===== config.mk =====
export PLATFORM = sky130hd
export DESIGN_NAME = k_closest_xor_list
export DESIGN_NICKNAME = d
export VERILOG_FILES = /design/src/sv/kcx_pkg.sv /design/src/sv/k_closest_xor_list.sv /design/src/sv/kcx_ram.sv
export SDC_FILE = /design/constraint.sdc
export NUM_CORES = 2
export LEC_CHECK = 0
export BUFFER_PORTS_ARGS = -buffer_cell sky130_fd_sc_hd__buf_2
export CAP_MARGIN = 20
export CORE_ASPECT_RATIO = 1.2
export CORE_MARGIN = 2
export CORE_UTILIZATION = 30
export CTS_CLUSTER_SIZE = 14
export DETAILED_ROUTE_END_ITERATION = 7
export SYNTH_ARGS = -nofsm -noshare
export SYNTH_HDL_FRONTEND = slang
export SYNTH_HIERARCHICAL = 1
export SYNTH_SLANG_ARGS = --single-unit

===== constraint.sdc =====
create_clock -name i_clk -period 28.8 [get_ports i_clk]
set_clock_uncertainty 0.15 [all_clocks]
set_input_delay 5.76 -clock i_clk [delete_from_list [all_inputs] [get_ports i_clk]]
set_output_delay 5.76 -clock i_clk [all_outputs]
set_load 0.005 [all_outputs]

===== src/sv/kcx_pkg.sv =====
`timescale 1ns / 1ps

package kcx_pkg;

    // defaults for the top level parameters
    localparam int LIST_DEPTH_DEF  = 16;
    localparam int ID_BITS_DEF     = 64;
    localparam int HANDLE_BITS_DEF = 16;

    // fixed field widths on the stream ports
    localparam int ID_W     = 64;
    localparam int HANDLE_W = 16;
    localparam int SLOT_W   = 4;

    localparam int IN_DATA_W  = 80;
    localparam int OUT_DATA_W = 88;

    // func codes
    localparam logic FUNC_ADD  = 1'b0;
    localparam logic FUNC_READ = 1'b1;

endpackage


===== src/sv/k_closest_xor_list.sv =====
`timescale 1ns / 1ps

// Sorted list of the LIST_DEPTH nodes closest (by XOR distance) to own_id.
// Channels: s-side items carry func in tuser (0 add, 1 read) and the node in
// tdata; m-side items carry one result each, tlast marks the final one of an
// input item. The user must write own_id on the cfg channel only while the
// block is idle; the block itself does not enforce this. Add: one slot of the
// list RAM is visited per cycle, inserting the newcomer and rippling the
// displaced entries down one place in the same pass. The walk visits slots 0
// to N for a list of N entries that is not full, every slot of a full list.
// Read: one result per cycle while the receiver keeps taking them; an empty
// list gives one invalid result. tready on the s-side is high only while no
// item is in progress; the result register lets a new item be accepted while
// the last result still waits. A stalled receiver holds a read walk in place.
// Reset clears the entry count, own_id and the output valid flag; list RAM
// contents are not cleared, only slots below the count are ever used.
module k_closest_xor_list #(
    parameter int LIST_DEPTH  = kcx_pkg::LIST_DEPTH_DEF,
    parameter int ID_BITS     = kcx_pkg::ID_BITS_DEF,
    parameter int HANDLE_BITS = kcx_pkg::HANDLE_BITS_DEF
) (
    input  logic                            i_clk,
    input  logic                            i_rst_n,
    // cfg
    input  logic                            i_cfg_valid,
    output logic                            o_cfg_ready,
    input  logic [kcx_pkg::ID_W-1:0]        i_cfg_data,    // own_id
    // s-side
    input  logic                            i_s_tvalid,
    output logic                            o_s_tready,
    input  logic [kcx_pkg::IN_DATA_W-1:0]   i_s_tdata,     // node_id, node_handle
    input  logic                            i_s_tuser,     // func
    // m-side
    output logic                            o_m_tvalid,
    input  logic                            i_m_tready,
    // accepted, slot, entry_valid, entry_handle, entry_distance, zero pad
    output logic [kcx_pkg::OUT_DATA_W-1:0]  o_m_tdata,
    output logic                            o_m_tlast      // last
);

    import kcx_pkg::*;

    localparam int AW = (LIST_DEPTH > 1) ? $clog2(LIST_DEPTH) : 1;
    localparam int CW = $clog2(LIST_DEPTH + 1);
    localparam int EW = ID_BITS + HANDLE_BITS;

    typedef enum logic [1:0] {
        S_IDLE,
        S_ADD,
        S_RES,
        S_RD
    } t_state;

    t_state r_state, n_state;

    logic [ID_BITS-1:0]     r_own, n_own;
    logic [CW-1:0]          r_count, n_count;
    logic [CW-1:0]          r_idx, n_idx;
    logic [CW-1:0]          r_pos, n_pos;
    logic                   r_ins, n_ins;
    logic                   r_acc, n_acc;
    logic [ID_BITS-1:0]     r_dist, n_dist;
    logic [HANDLE_BITS-1:0] r_handle, n_handle;
    logic [EW-1:0]          r_carry, n_carry;

    logic                   r_ovalid, n_ovalid;
    logic                   r_o_acc, n_o_acc;
    logic [SLOT_W-1:0]      r_o_slot, n_o_slot;
    logic                   r_o_ev, n_o_ev;
    logic [HANDLE_W-1:0]    r_o_handle, n_o_handle;
    logic [ID_W-1:0]        r_o_dist, n_o_dist;
    logic                   r_o_last, n_o_last;

    logic                   ram_we;
    logic [AW-1:0]          ram_waddr;
    logic [EW-1:0]          ram_wdata;
    logic                   ram_re;
    logic [AW-1:0]          ram_raddr;
    logic [EW-1:0]          ram_rdata;

    logic [ID_BITS-1:0]     rd_dist;
    logic [HANDLE_BITS-1:0] rd_handle;
    logic [CW-1:0]          idx_inc;
    logic                   out_free;
    logic                   is_tail;
    logic                   ins_here;
    logic [ID_W-1:0]        in_node_id;
    logic [HANDLE_W-1:0]    in_node_handle;

    kcx_ram #(
        .WIDTH (EW),
        .DEPTH (LIST_DEPTH)
    ) u_list_ram (
        .i_clk   (i_clk),
        .i_we    (ram_we),
        .i_waddr (ram_waddr),
        .i_wdata (ram_wdata),
        .i_re    (ram_re),
        .i_raddr (ram_raddr),
        .o_rdata (ram_rdata)
    );

    // RAM entry: distance in the low bits, handle above
    assign rd_dist   = ram_rdata[ID_BITS-1:0];
    assign rd_handle = ram_rdata[EW-1:ID_BITS];

    assign in_node_id     = i_s_tdata[ID_W-1:0];
    assign in_node_handle = i_s_tdata[ID_W +: HANDLE_W];

    assign idx_inc  = r_idx + 1'b1;
    assign out_free = !r_ovalid || i_m_tready;
    assign is_tail  = (r_idx == r_count);
    // newcomer goes ahead of ties; an empty slot past the end always takes it
    assign ins_here = !r_ins && (is_tail || (r_dist <= rd_dist));

    always_comb begin
        n_state    = r_state;
        n_own      = r_own;
        n_count    = r_count;
        n_idx      = r_idx;
        n_pos      = r_pos;
        n_ins      = r_ins;
        n_acc      = r_acc;
        n_dist     = r_dist;
        n_handle   = r_handle;
        n_carry    = r_carry;
        n_ovalid   = r_ovalid;
        n_o_acc    = r_o_acc;
        n_o_slot   = r_o_slot;
        n_o_ev     = r_o_ev;
        n_o_handle = r_o_handle;
        n_o_dist   = r_o_dist;
        n_o_last   = r_o_last;
        ram_we     = 1'b0;
        ram_waddr  = r_idx[AW-1:0];
        ram_wdata  = r_carry;
        ram_re     = 1'b0;
        ram_raddr  = idx_inc[AW-1:0];

        if (i_cfg_valid) begin
            n_own = ID_BITS'(i_cfg_data);
        end

        if (r_ovalid && i_m_tready) begin
            n_ovalid = 1'b0;
        end

        unique case (r_state)
            S_IDLE: begin
                if (i_s_tvalid) begin
                    n_idx    = '0;
                    n_pos    = '0;
                    n_ins    = 1'b0;
                    n_acc    = 1'b0;
                    n_dist   = r_own ^ ID_BITS'(in_node_id);
                    n_handle = HANDLE_BITS'(in_node_handle);
                    if (i_s_tuser == FUNC_ADD) begin
                        ram_re    = 1'b1;
                        ram_raddr = '0;
                        n_state   = S_ADD;
                    end else if (r_count == '0) begin
                        n_state = S_RES;
                    end else begin
                        ram_re    = 1'b1;
                        ram_raddr = '0;
                        n_state   = S_RD;
                    end
                end
            end
            S_ADD: begin
                // one slot per cycle: write newcomer or carried entry, carry the old one
                if (ins_here || r_ins) begin
                    ram_we    = 1'b1;
                    ram_wdata = ins_here ? {r_handle, r_dist} : r_carry;
                end
                n_carry = ram_rdata;
                ram_re  = 1'b1;
                if (ins_here) begin
                    n_ins = 1'b1;
                    n_pos = r_idx;
                end
                if (is_tail || (r_idx == CW'(LIST_DEPTH - 1))) begin
                    // end of the walk; on a full list the carried last entry falls off
                    n_acc = r_ins || ins_here;
                    if (is_tail) begin
                        n_count = r_count + 1'b1;
                    end
                    n_state = S_RES;
                end else begin
                    n_idx = idx_inc;
                end
            end
            S_RES: begin
                if (out_free) begin
                    n_ovalid   = 1'b1;
                    n_o_acc    = r_acc;
                    n_o_slot   = SLOT_W'(r_pos);
                    n_o_ev     = 1'b0;
                    n_o_handle = '0;
                    n_o_dist   = '0;
                    n_o_last   = 1'b1;
                    n_state    = S_IDLE;
                end
            end
            S_RD: begin
                if (out_free) begin
                    n_ovalid   = 1'b1;
                    n_o_acc    = 1'b0;
                    n_o_slot   = SLOT_W'(r_idx);
                    n_o_ev     = 1'b1;
                    n_o_handle = HANDLE_W'(rd_handle);
                    n_o_dist   = ID_W'(rd_dist);
                    n_o_last   = (idx_inc == r_count);
                    ram_re     = 1'b1;
                    n_idx      = idx_inc;
                    if (idx_inc == r_count) begin
                        n_state = S_IDLE;
                    end
                end
            end
            default: begin
                n_state = S_IDLE;
            end
        endcase
    end

    always_ff @(posedge i_clk) begin
        if (!i_rst_n) begin
            r_state  <= S_IDLE;
            r_own    <= '0;
            r_count  <= '0;
            r_ovalid <= 1'b0;
        end else begin
            r_state  <= n_state;
            r_own    <= n_own;
            r_count  <= n_count;
            r_ovalid <= n_ovalid;
        end
        r_idx      <= n_idx;
        r_pos      <= n_pos;
        r_ins      <= n_ins;
        r_acc      <= n_acc;
        r_dist     <= n_dist;
        r_handle   <= n_handle;
        r_carry    <= n_carry;
        r_o_acc    <= n_o_acc;
        r_o_slot   <= n_o_slot;
        r_o_ev     <= n_o_ev;
        r_o_handle <= n_o_handle;
        r_o_dist   <= n_o_dist;
        r_o_last   <= n_o_last;
    end

    assign o_cfg_ready = 1'b1;
    assign o_s_tready  = (r_state == S_IDLE);
    assign o_m_tvalid  = r_ovalid;
    assign o_m_tlast   = r_o_last;
    assign o_m_tdata   = {2'b00, r_o_dist, r_o_handle, r_o_ev, r_o_slot, r_o_acc};

endmodule


===== src/sv/kcx_ram.sv =====
`timescale 1ns / 1ps

module kcx_ram #(
    parameter  int WIDTH = 8,
    parameter  int DEPTH = 16,
    localparam int AW    = (DEPTH > 1) ? $clog2(DEPTH) : 1
) (
    input  logic             i_clk,
    input  logic             i_we,
    input  logic [AW-1:0]    i_waddr,
    input  logic [WIDTH-1:0] i_wdata,
    input  logic             i_re,
    input  logic [AW-1:0]    i_raddr,
    output logic [WIDTH-1:0] o_rdata
);

    logic [WIDTH-1:0] r_mem [DEPTH];
    logic [WIDTH-1:0] r_rdata;

    always_ff @(posedge i_clk) begin
        if (i_we) begin
            r_mem[i_waddr] <= i_wdata;
        end
        if (i_re) begin
            r_rdata <= r_mem[i_raddr];
        end
    end

    assign o_rdata = r_rdata;

endmodule


**Yosys cells after proc, flatten, opt, wreduce, memory -nomap -nowiden**

Memory sizes are Yosys's and may differ from the RTL's. A register that Yosys moved wholly into a read port is not among the register bits.
Index checks and enable logic that the tools add are counted.

- Muxes and demuxes: 54
- Bitwise logic cells: 1
- Add/subtract/negate cells: 2
- Equal/unequal tests: 13
- $lt $le $gt $ge: 1
- Reduce and logical (&&, ||, !) cells: 21

Operators by type and width:

| operator | number |
|---|---|
| 2-to-1 mux 80 bit | 3 |
| 2-to-1 mux 64 bit | 2 |
| case mux 64 bit (2 select lines) | 1 |
| <= comparator 64 bit | 1 |
| XOR 64 bit | 1 |
| 2-to-1 mux 16 bit | 2 |
| case mux 16 bit (2 select lines) | 1 |
| 2-to-1 mux 4 bit | 7 |
| 2-to-1 mux 1 bit | 19 |
| case mux 4 bit (2 select lines) | 2 |
| 2-to-1 mux 5 bit | 3 |
| case mux 5 bit (3 select lines) | 1 |
| != test 2 bit, second input constant | 7 |
| 2-to-1 mux 2 bit | 6 |
| AND reduction 3 bit | 4 |
| adder 5 x 1 -> 5 bit, second input constant | 2 |
| == test 5 bit | 2 |
| case mux 1 bit (2 select lines) | 5 |
| case mux 2 bit (4 select lines) | 1 |
| == test 5 x 4 -> 1 bit, second input constant | 1 |
| logical NOT 5 bit | 1 |
| AND reduction 5 bit | 1 |
| == test 2 bit, second input constant | 2 |
| logical OR 1 bit | 4 |
| other kinds (10) | 13 |

- Flip-flop bits (word level): 330
- Word-level logic and storage cells: 110
- Output and inout port bits: 92
- Bits in writable memories: 1,280
- Memories: 1
- Input bits: 150

Memories:

| memory | words | width | read ports | clocked after Yosys merged registers in | write ports | line | RTL |
|---|---|---|---|---|---|---|---|
| u_list_ram.r_mem | 16 | 80 | 1 | 1 | 1 | kcx_ram.sv:17 | `logic [WIDTH-1:0] r_mem [DEPTH];` |

**Longest topological paths before layout**

- Depth in word-level cells: 8
- Gate-level depth with buffers: 12
- Gate-level depth less buffers: 11

**Cells and area by module**

The synthesis kept the hierarchy.

Modules (own cells, without submodules):

| module | instances | sequential area each (µm²) | cells an instance | area each (µm²) |
|---|---|---|---|---|
| kcx_ram | 1 | 40,839.2 | 2,054 | 50,223.2 |
| k_closest_xor_list | 1 | 9,188.8 | 1,244 | 15,737.6 |

**Least setup slack after synthesis**

No wires, ideal clock.

- Path kind: input to register
- Start: input i_s_tvalid
- End: register u_list_ram.r_rdata[0] (netlist: u_list_ram/o_rdata[0]), read port of u_list_ram.r_mem (enable)
- Stages: 4
- Setup slack: 18,542 ps
- Arrival: 9,590 ps
- Path through: nand2_1 a31oi_1 a211oi_1 nor2_1

- Cells in the longest elaborated chain, start to end: 2

Ends and longest elaborated chain:

| what | line | RTL |
|---|---|---|
| start: declaration | k_closest_xor_list.sv:29 | `input logic i_s_tvalid,` |
| 2-to-1 mux 1 bit | k_closest_xor_list.sv:150 | `if (i_s_tvalid) begin` |
| case mux 1 bit (3 select lines) | k_closest_xor_list.sv:148 | `unique case (r_state)` |
| via ram_re | k_closest_xor_list.sv:77 | `logic ram_re;` |
| end: declaration | kcx_ram.sv:18 | `logic [WIDTH-1:0] r_rdata;` |

The timed path passes the listed nets, and every way through them passes these cells.
A chain may end at the register's enable or synchronous reset.

**Final worst setup path**

- Start: input i_s_tvalid
- End: register u_list_ram.r_rdata[6] (netlist: u_list_ram/o_rdata[6]), read port of u_list_ram.r_mem, data pin

- Cells in the longest elaborated chain, start to end: 2

Ends and longest elaborated chain:

| what | line | RTL |
|---|---|---|
| 2-to-1 mux 4 bit | k_closest_xor_list.sv:150 |  |
| 2-to-1 mux 4 bit | k_closest_xor_list.sv:148 |  |
| via ram_raddr[0] | k_closest_xor_list.sv:78 | `logic [AW-1:0] ram_raddr;` |

The timed path passes the listed nets, and every way through them passes these cells.

==> run_summary.xml <==
<?xml version="1.0" encoding="UTF-8"?>
<metrics>
  <group name="floorplanning">
    <metric name="num_rows" unit="">188</metric>
    <metric name="die_height" unit="um">518</metric>
    <metric name="top_level_ports" unit="">242</metric>
    <metric name="die_area" unit="sq um">224000</metric>
    <metric name="die_w" unit="um">432</metric>
    <metric name="initial_core_utilization" unit="">0.302</metric>
    <metric name="design.core.area" unit="sq um">219000</metric>
  </group>
  <group name="pwr">
    <metric name="leakage_power_of_the_design" unit="nW">25.0</metric>
    <metric name="p_int" unit="W">0.00479</metric>
    <metric name="seq_power_share" unit="">0.455</metric>
    <metric name="ir_drop" unit="uV">69.9</metric>
    <metric name="cellPowerDensity" unit="nW/um^2">89.0</metric>
    <metric name="sw_frac_of_total" unit="">0.292</metric>
    <metric name="power" unit="W">0.00676</metric>
    <metric name="power.share.combinational" unit="">0.222</metric>
    <metric name="switching_power" unit="W">0.00197</metric>
    <metric name="power.clock.fraction" unit="">0.322</metric>
  </group>
  <group name="detailed_routing">
    <metric name="avgViaCountPerCell" unit="">4.96</metric>
    <metric name="detail_route.drc_violations" unit="">0</metric>
    <metric name="drtIter0Drc" unit="">2845</metric>
    <metric name="remaining_number_of_nets_flagged_by_the_antenna_check_after_routing" unit="">0</metric>
    <metric name="drt_first_pass_iters" unit="">7</metric>
    <metric name="route.vias.total" unit="">32700</metric>
    <metric name="detail_routed_net_length_per_standard_cell" unit="um">26.2</metric>
    <metric name="total_wirelength" unit="um">173000</metric>
  </group>
  <group name="grt">
    <metric name="total_gr_overflow" unit="">0</metric>
    <metric name="number_of_global_route_vias_before_repair" unit="">33800</metric>
    <metric name="globalRouteTotalUtil" unit="">0.152</metric>
    <metric name="grt_start_max_net_pins" unit="">103</metric>
    <metric name="grt_antenna_before_repair" unit="">14</metric>
    <metric name="grt_first_pass_wirelength" unit="um">246000</metric>
  </group>
  <group name="layout">
    <metric name="utilization" unit="">0.348</metric>
    <metric name="postLayoutCellArea" unit="sq um">76000</metric>
    <metric name="area.growth.synth_to_final" unit="%">15.1</metric>
    <metric name="final_common_cell" unit="">sky130_fd_sc_hd__edfxtp_1</metric>
    <metric name="fraction_of_final_layout_cells_sized_beyond_drive_strength_1" unit="">0.268</metric>
    <metric name="most-common-layout-cells" unit="">sky130_fd_sc_hd__edfxtp_1 (1618), sky130_fd_sc_hd__mux4_2 (320), sky130_fd_sc_hd__nand2_1 (259)</metric>
    <metric name="number_of_nets_in_the_finished_design" unit="">3821</metric>
  </group>
  <group name="logic_synthesis">
    <metric name="synth.ff_latch_count" unit="">1690</metric>
    <metric name="synth_warnings" unit="">6</metric>
    <metric name="yosysSeqAreaShare" unit="">0.758</metric>
    <metric name="synth_ff_type" unit="">sky130_fd_sc_hd__edfxtp_1</metric>
    <metric name="synth-edff-count" unit="">1618</metric>
    <metric name="synthesized_cell_area" unit="sq um">66000</metric>
    <metric name="postSynthCellCount" unit="">3298</metric>
    <metric name="count_of_cell_types_in_the_netlist" unit="">58</metric>
    <metric name="ys_async_sr_fraction" unit="">0</metric>
    <metric name="synthesis.area_per_instance" unit="sq um">20.0</metric>
  </group>
  <group name="clock_network">
    <metric name="post_cts.resized_instances" unit="">0</metric>
    <metric name="tritoncts_clock_tree" unit="">done</metric>
    <metric name="cts.clk_slew.worst_paths" unit="ns">0.06</metric>
    <metric name="tritoncts.num_buffers" unit="">167</metric>
    <metric name="cts_root_buf" unit="">sky130_fd_sc_hd__clkbuf_16</metric>
    <metric name="worst_skew_pair.late_latency" unit="ns">0.82</metric>
    <metric name="worst_case_clock_buffer_depth" unit="">3</metric>
    <metric name="cts_post_setup_buffers_inserted" unit="">0</metric>
    <metric name="clock-sinks" unit="">1690</metric>
    <metric name="post_cts_hold_buffer_count" unit="">0</metric>
    <metric name="htree_depth" unit="">4</metric>
  </group>
  <group name="setup_path">
    <metric name="critPathLaunchType" unit="">input port</metric>
    <metric name="crit_path_max_incr_delay" unit="ns">0.87</metric>
    <metric name="crit_slowest_cell" unit="">sky130_fd_sc_hd__buf_4</metric>
    <metric name="crit_path_frequent_cell" unit="">sky130_fd_sc_hd__buf_4</metric>
    <metric name="crit_type" unit="">input port to flip-flop</metric>
    <metric name="cp-end-kind" unit="">flip-flop</metric>
    <metric name="critical_path_cell_by_cell" unit="">buf_2 &gt; nand2_1 &gt; a31oi_1 &gt; buf_4 &gt; nor2_4 &gt; buf_4 &gt; buf_12 &gt; buf_4 &gt; mux4_2 &gt; a22oi_1 &gt; nand2_1</metric>
    <metric name="timing.critical_path.required" unit="ns">29.20</metric>
    <metric name="worst-endpoint-arrival" unit="ns">9.68</metric>
    <metric name="crit_fanout" unit="">102</metric>
  </group>
  <group name="place">
    <metric name="place_congestion" unit="">0.753</metric>
    <metric name="number_of_i_o_port_buffers" unit="">238</metric>
    <metric name="postPlaceCellArea" unit="sq um">70500</metric>
    <metric name="dp_hpwl" unit="um">92900</metric>
  </group>
  <group name="timing">
    <metric name="rsz_0062_raised_after_global_routing" unit="">false</metric>
    <metric name="post-route-min-period" unit="ns">9.29</metric>
    <metric name="worst_pin_slew" unit="ns">1.12</metric>
    <metric name="setup_tns" unit="ns">0</metric>
    <metric name="drv_slew" unit="">0</metric>
    <metric name="worst_hold_slack" unit="ns">0.298</metric>
    <metric name="maxClockFrequency" unit="MHz">108</metric>
    <metric name="hold_viol_final" unit="">0</metric>
    <metric name="max-slew-margin-rel" unit="">0.251</metric>
    <metric name="min_period_over_period" unit="">0.322</metric>
    <metric name="finalSetupViolCount" unit="">0</metric>
  </group>
  <group name="outcome">
    <metric name="outcome" unit="">complete, no violations</metric>
  </group>
  <group name="worst_hold_path">
    <metric name="timing.hold.worst.class" unit="">flip-flop to flip-flop</metric>
  </group>
  <group name="flow_run">
    <metric name="max-cap-violations" unit="">0</metric>
  </group>
</metrics>
area by class of cell:
type	count	area (sq um)
flip-flops and latches	1690	50000
well taps	2850	3570
clock buffers	197	4310
multi-input cells	1360	14900
inverters	74	280
fillers	20200	143000
repair buffers	306	1740
clock inverters	112	1140
diodes	6	15.0
flip-flops by register name, indices dropped and copies added (netlist names), 16 cells and up:
| signal | cells |
|---|---|
| u_list_ram/o_rdata | 80 |
| r_carry | 80 |
| u_list_ram/r_mem | 1280 |
| r_handle | 16 |
| r_o_dist | 64 |
| r_o_handle | 16 |
| r_dist | 64 |
| r_own | 64 |
power groups by stage:
| stage | Sequential, W | Combinational, W | Clock [W] |
|---|---|---|---|
| 2_1_floorplan | 0.00307 | 0.00109 | 0 |
| 3_3_place_gp | 0.00314 | 0.00150 | 0 |
| 3_5_place_dp | 0.00313 | 0.00153 | 0 |
| 4_1_cts | 0.00308 | 0.00153 | 0.00223 |
| 5_1_grt | 0.00309 | 0.00162 | 0.00232 |
| 6_report | 0.00308 | 0.00150 | 0.00218 |
cell usage after synthesis (2+ instances only):
cell | n | area (sq um)
sky130_fd_sc_hd__inv_1 | 74 | 278
sky130_fd_sc_hd__conb_1 | 2 | 7.51
sky130_fd_sc_hd__nand3_1 | 6 | 30.0
sky130_fd_sc_hd__buf_6 | 16 | 180
sky130_fd_sc_hd__xnor2_1 | 9 | 78.8
sky130_fd_sc_hd__nor4_2 | 2 | 25.0
sky130_fd_sc_hd__xor2_1 | 70 | 613
sky130_fd_sc_hd__mux4_2 | 320 | 7210
sky130_fd_sc_hd__a221oi_1 | 2 | 17.5
sky130_fd_sc_hd__a211oi_1 | 3 | 22.5
sky130_fd_sc_hd__and2_1 | 90 | 563
sky130_fd_sc_hd__a21boi_1 | 2 | 15.0
sky130_fd_sc_hd__nand3b_1 | 4 | 30.0
sky130_fd_sc_hd__a22oi_1 | 160 | 1200
sky130_fd_sc_hd__buf_2 | 26 | 130
sky130_fd_sc_hd__mux2i_1 | 65 | 651
sky130_fd_sc_hd__a21boi_0 | 2 | 15.0
sky130_fd_sc_hd__mux2_2 | 4 | 45.0
sky130_fd_sc_hd__nand2_1 | 259 | 972
sky130_fd_sc_hd__buf_4 | 16 | 120
sky130_fd_sc_hd__a31oi_1 | 3 | 18.8
sky130_fd_sc_hd__nor2b_1 | 74 | 463
sky130_fd_sc_hd__o21ai_1 | 8 | 40.0
sky130_fd_sc_hd__and3_1 | 2 | 12.5
sky130_fd_sc_hd__clkbuf_1 | 75 | 282
sky130_fd_sc_hd__nand2b_1 | 6 | 37.5
sky130_fd_sc_hd__o21ai_0 | 8 | 40.0
sky130_fd_sc_hd__edfxtp_1 | 1618 | 48600
sky130_fd_sc_hd__buf_1 | 34 | 128
sky130_fd_sc_hd__nor2_1 | 30 | 113
sky130_fd_sc_hd__a21o_1 | 3 | 22.5
sky130_fd_sc_hd__nor3_1 | 8 | 40.0
sky130_fd_sc_hd__ha_1 | 72 | 901
sky130_fd_sc_hd__buf_12 | 8 | 160
sky130_fd_sc_hd__dfxtp_1 | 72 | 1440
sky130_fd_sc_hd__a21oi_1 | 28 | 140
sky130_fd_sc_hd__o22ai_2 | 79 | 988
sky130_fd_sc_hd__nand4_1 | 17 | 106
sky130_fd_sc_hd__a21oi_2 | 2 | 17.5
critical path, delay by kind of cell:
family | cells | cell delay (ns)
buffers and inverters | 5 | 2.46
AO/OA/AOI/OAI | 2 | 0.28
AND/OR/NAND/NOR | 3 | 0.28
multiplexers | 1 | 0.60
layer usage:
layer  GRT usage  up-vias  wire [um]
li1            -    13800          -
met1       0.188    17500      67800
met2       0.270     1106      90100
met3      0.0230      241       9590
met4      0.0512       12       5540
met5           0        -         82
logic make-up (layout without fill, tap and decap cells):
kind of cell,count (synthesis),count (layout),synth area share
other,2,9,0.000114
multiplexers,389,389,0.120
adder cells (fa/ha/maj),72,72,0.0137
XOR/XNOR,79,79,0.0105
AO/OA/AOI/OAI,309,309,0.0402
flip-flops,1690,1690,0.758
AND/OR/NAND/NOR,508,508,0.0380
buffers and inverters,249,689,0.0194
stage by stage:
stage               instances  worst slack, ns
detailed placement       6280            18.57
CTS                      6589            19.43
global route             6594            19.12
floorplan                3299            18.54
finish                   6595            19.51
global placement         6280            18.62
worst paths after layout:
kind / startpoint / end / slack (ns) / depth (start not counted)
worst max-delay path: i_s_tvalid / u_list_ram/o_rdata[6] / 19.51 / 11
worst min-delay path: u_list_ram/o_rdata[68] / r_carry[68] / 0.30 / 0
worst max register to register: r_dist[1] / u_list_ram/r_mem[2][24] / 22.47 / 12
worst min register to register: u_list_ram/o_rdata[68] / r_carry[68] / 0.30 / 0
(Power assumes the default switching activity.)
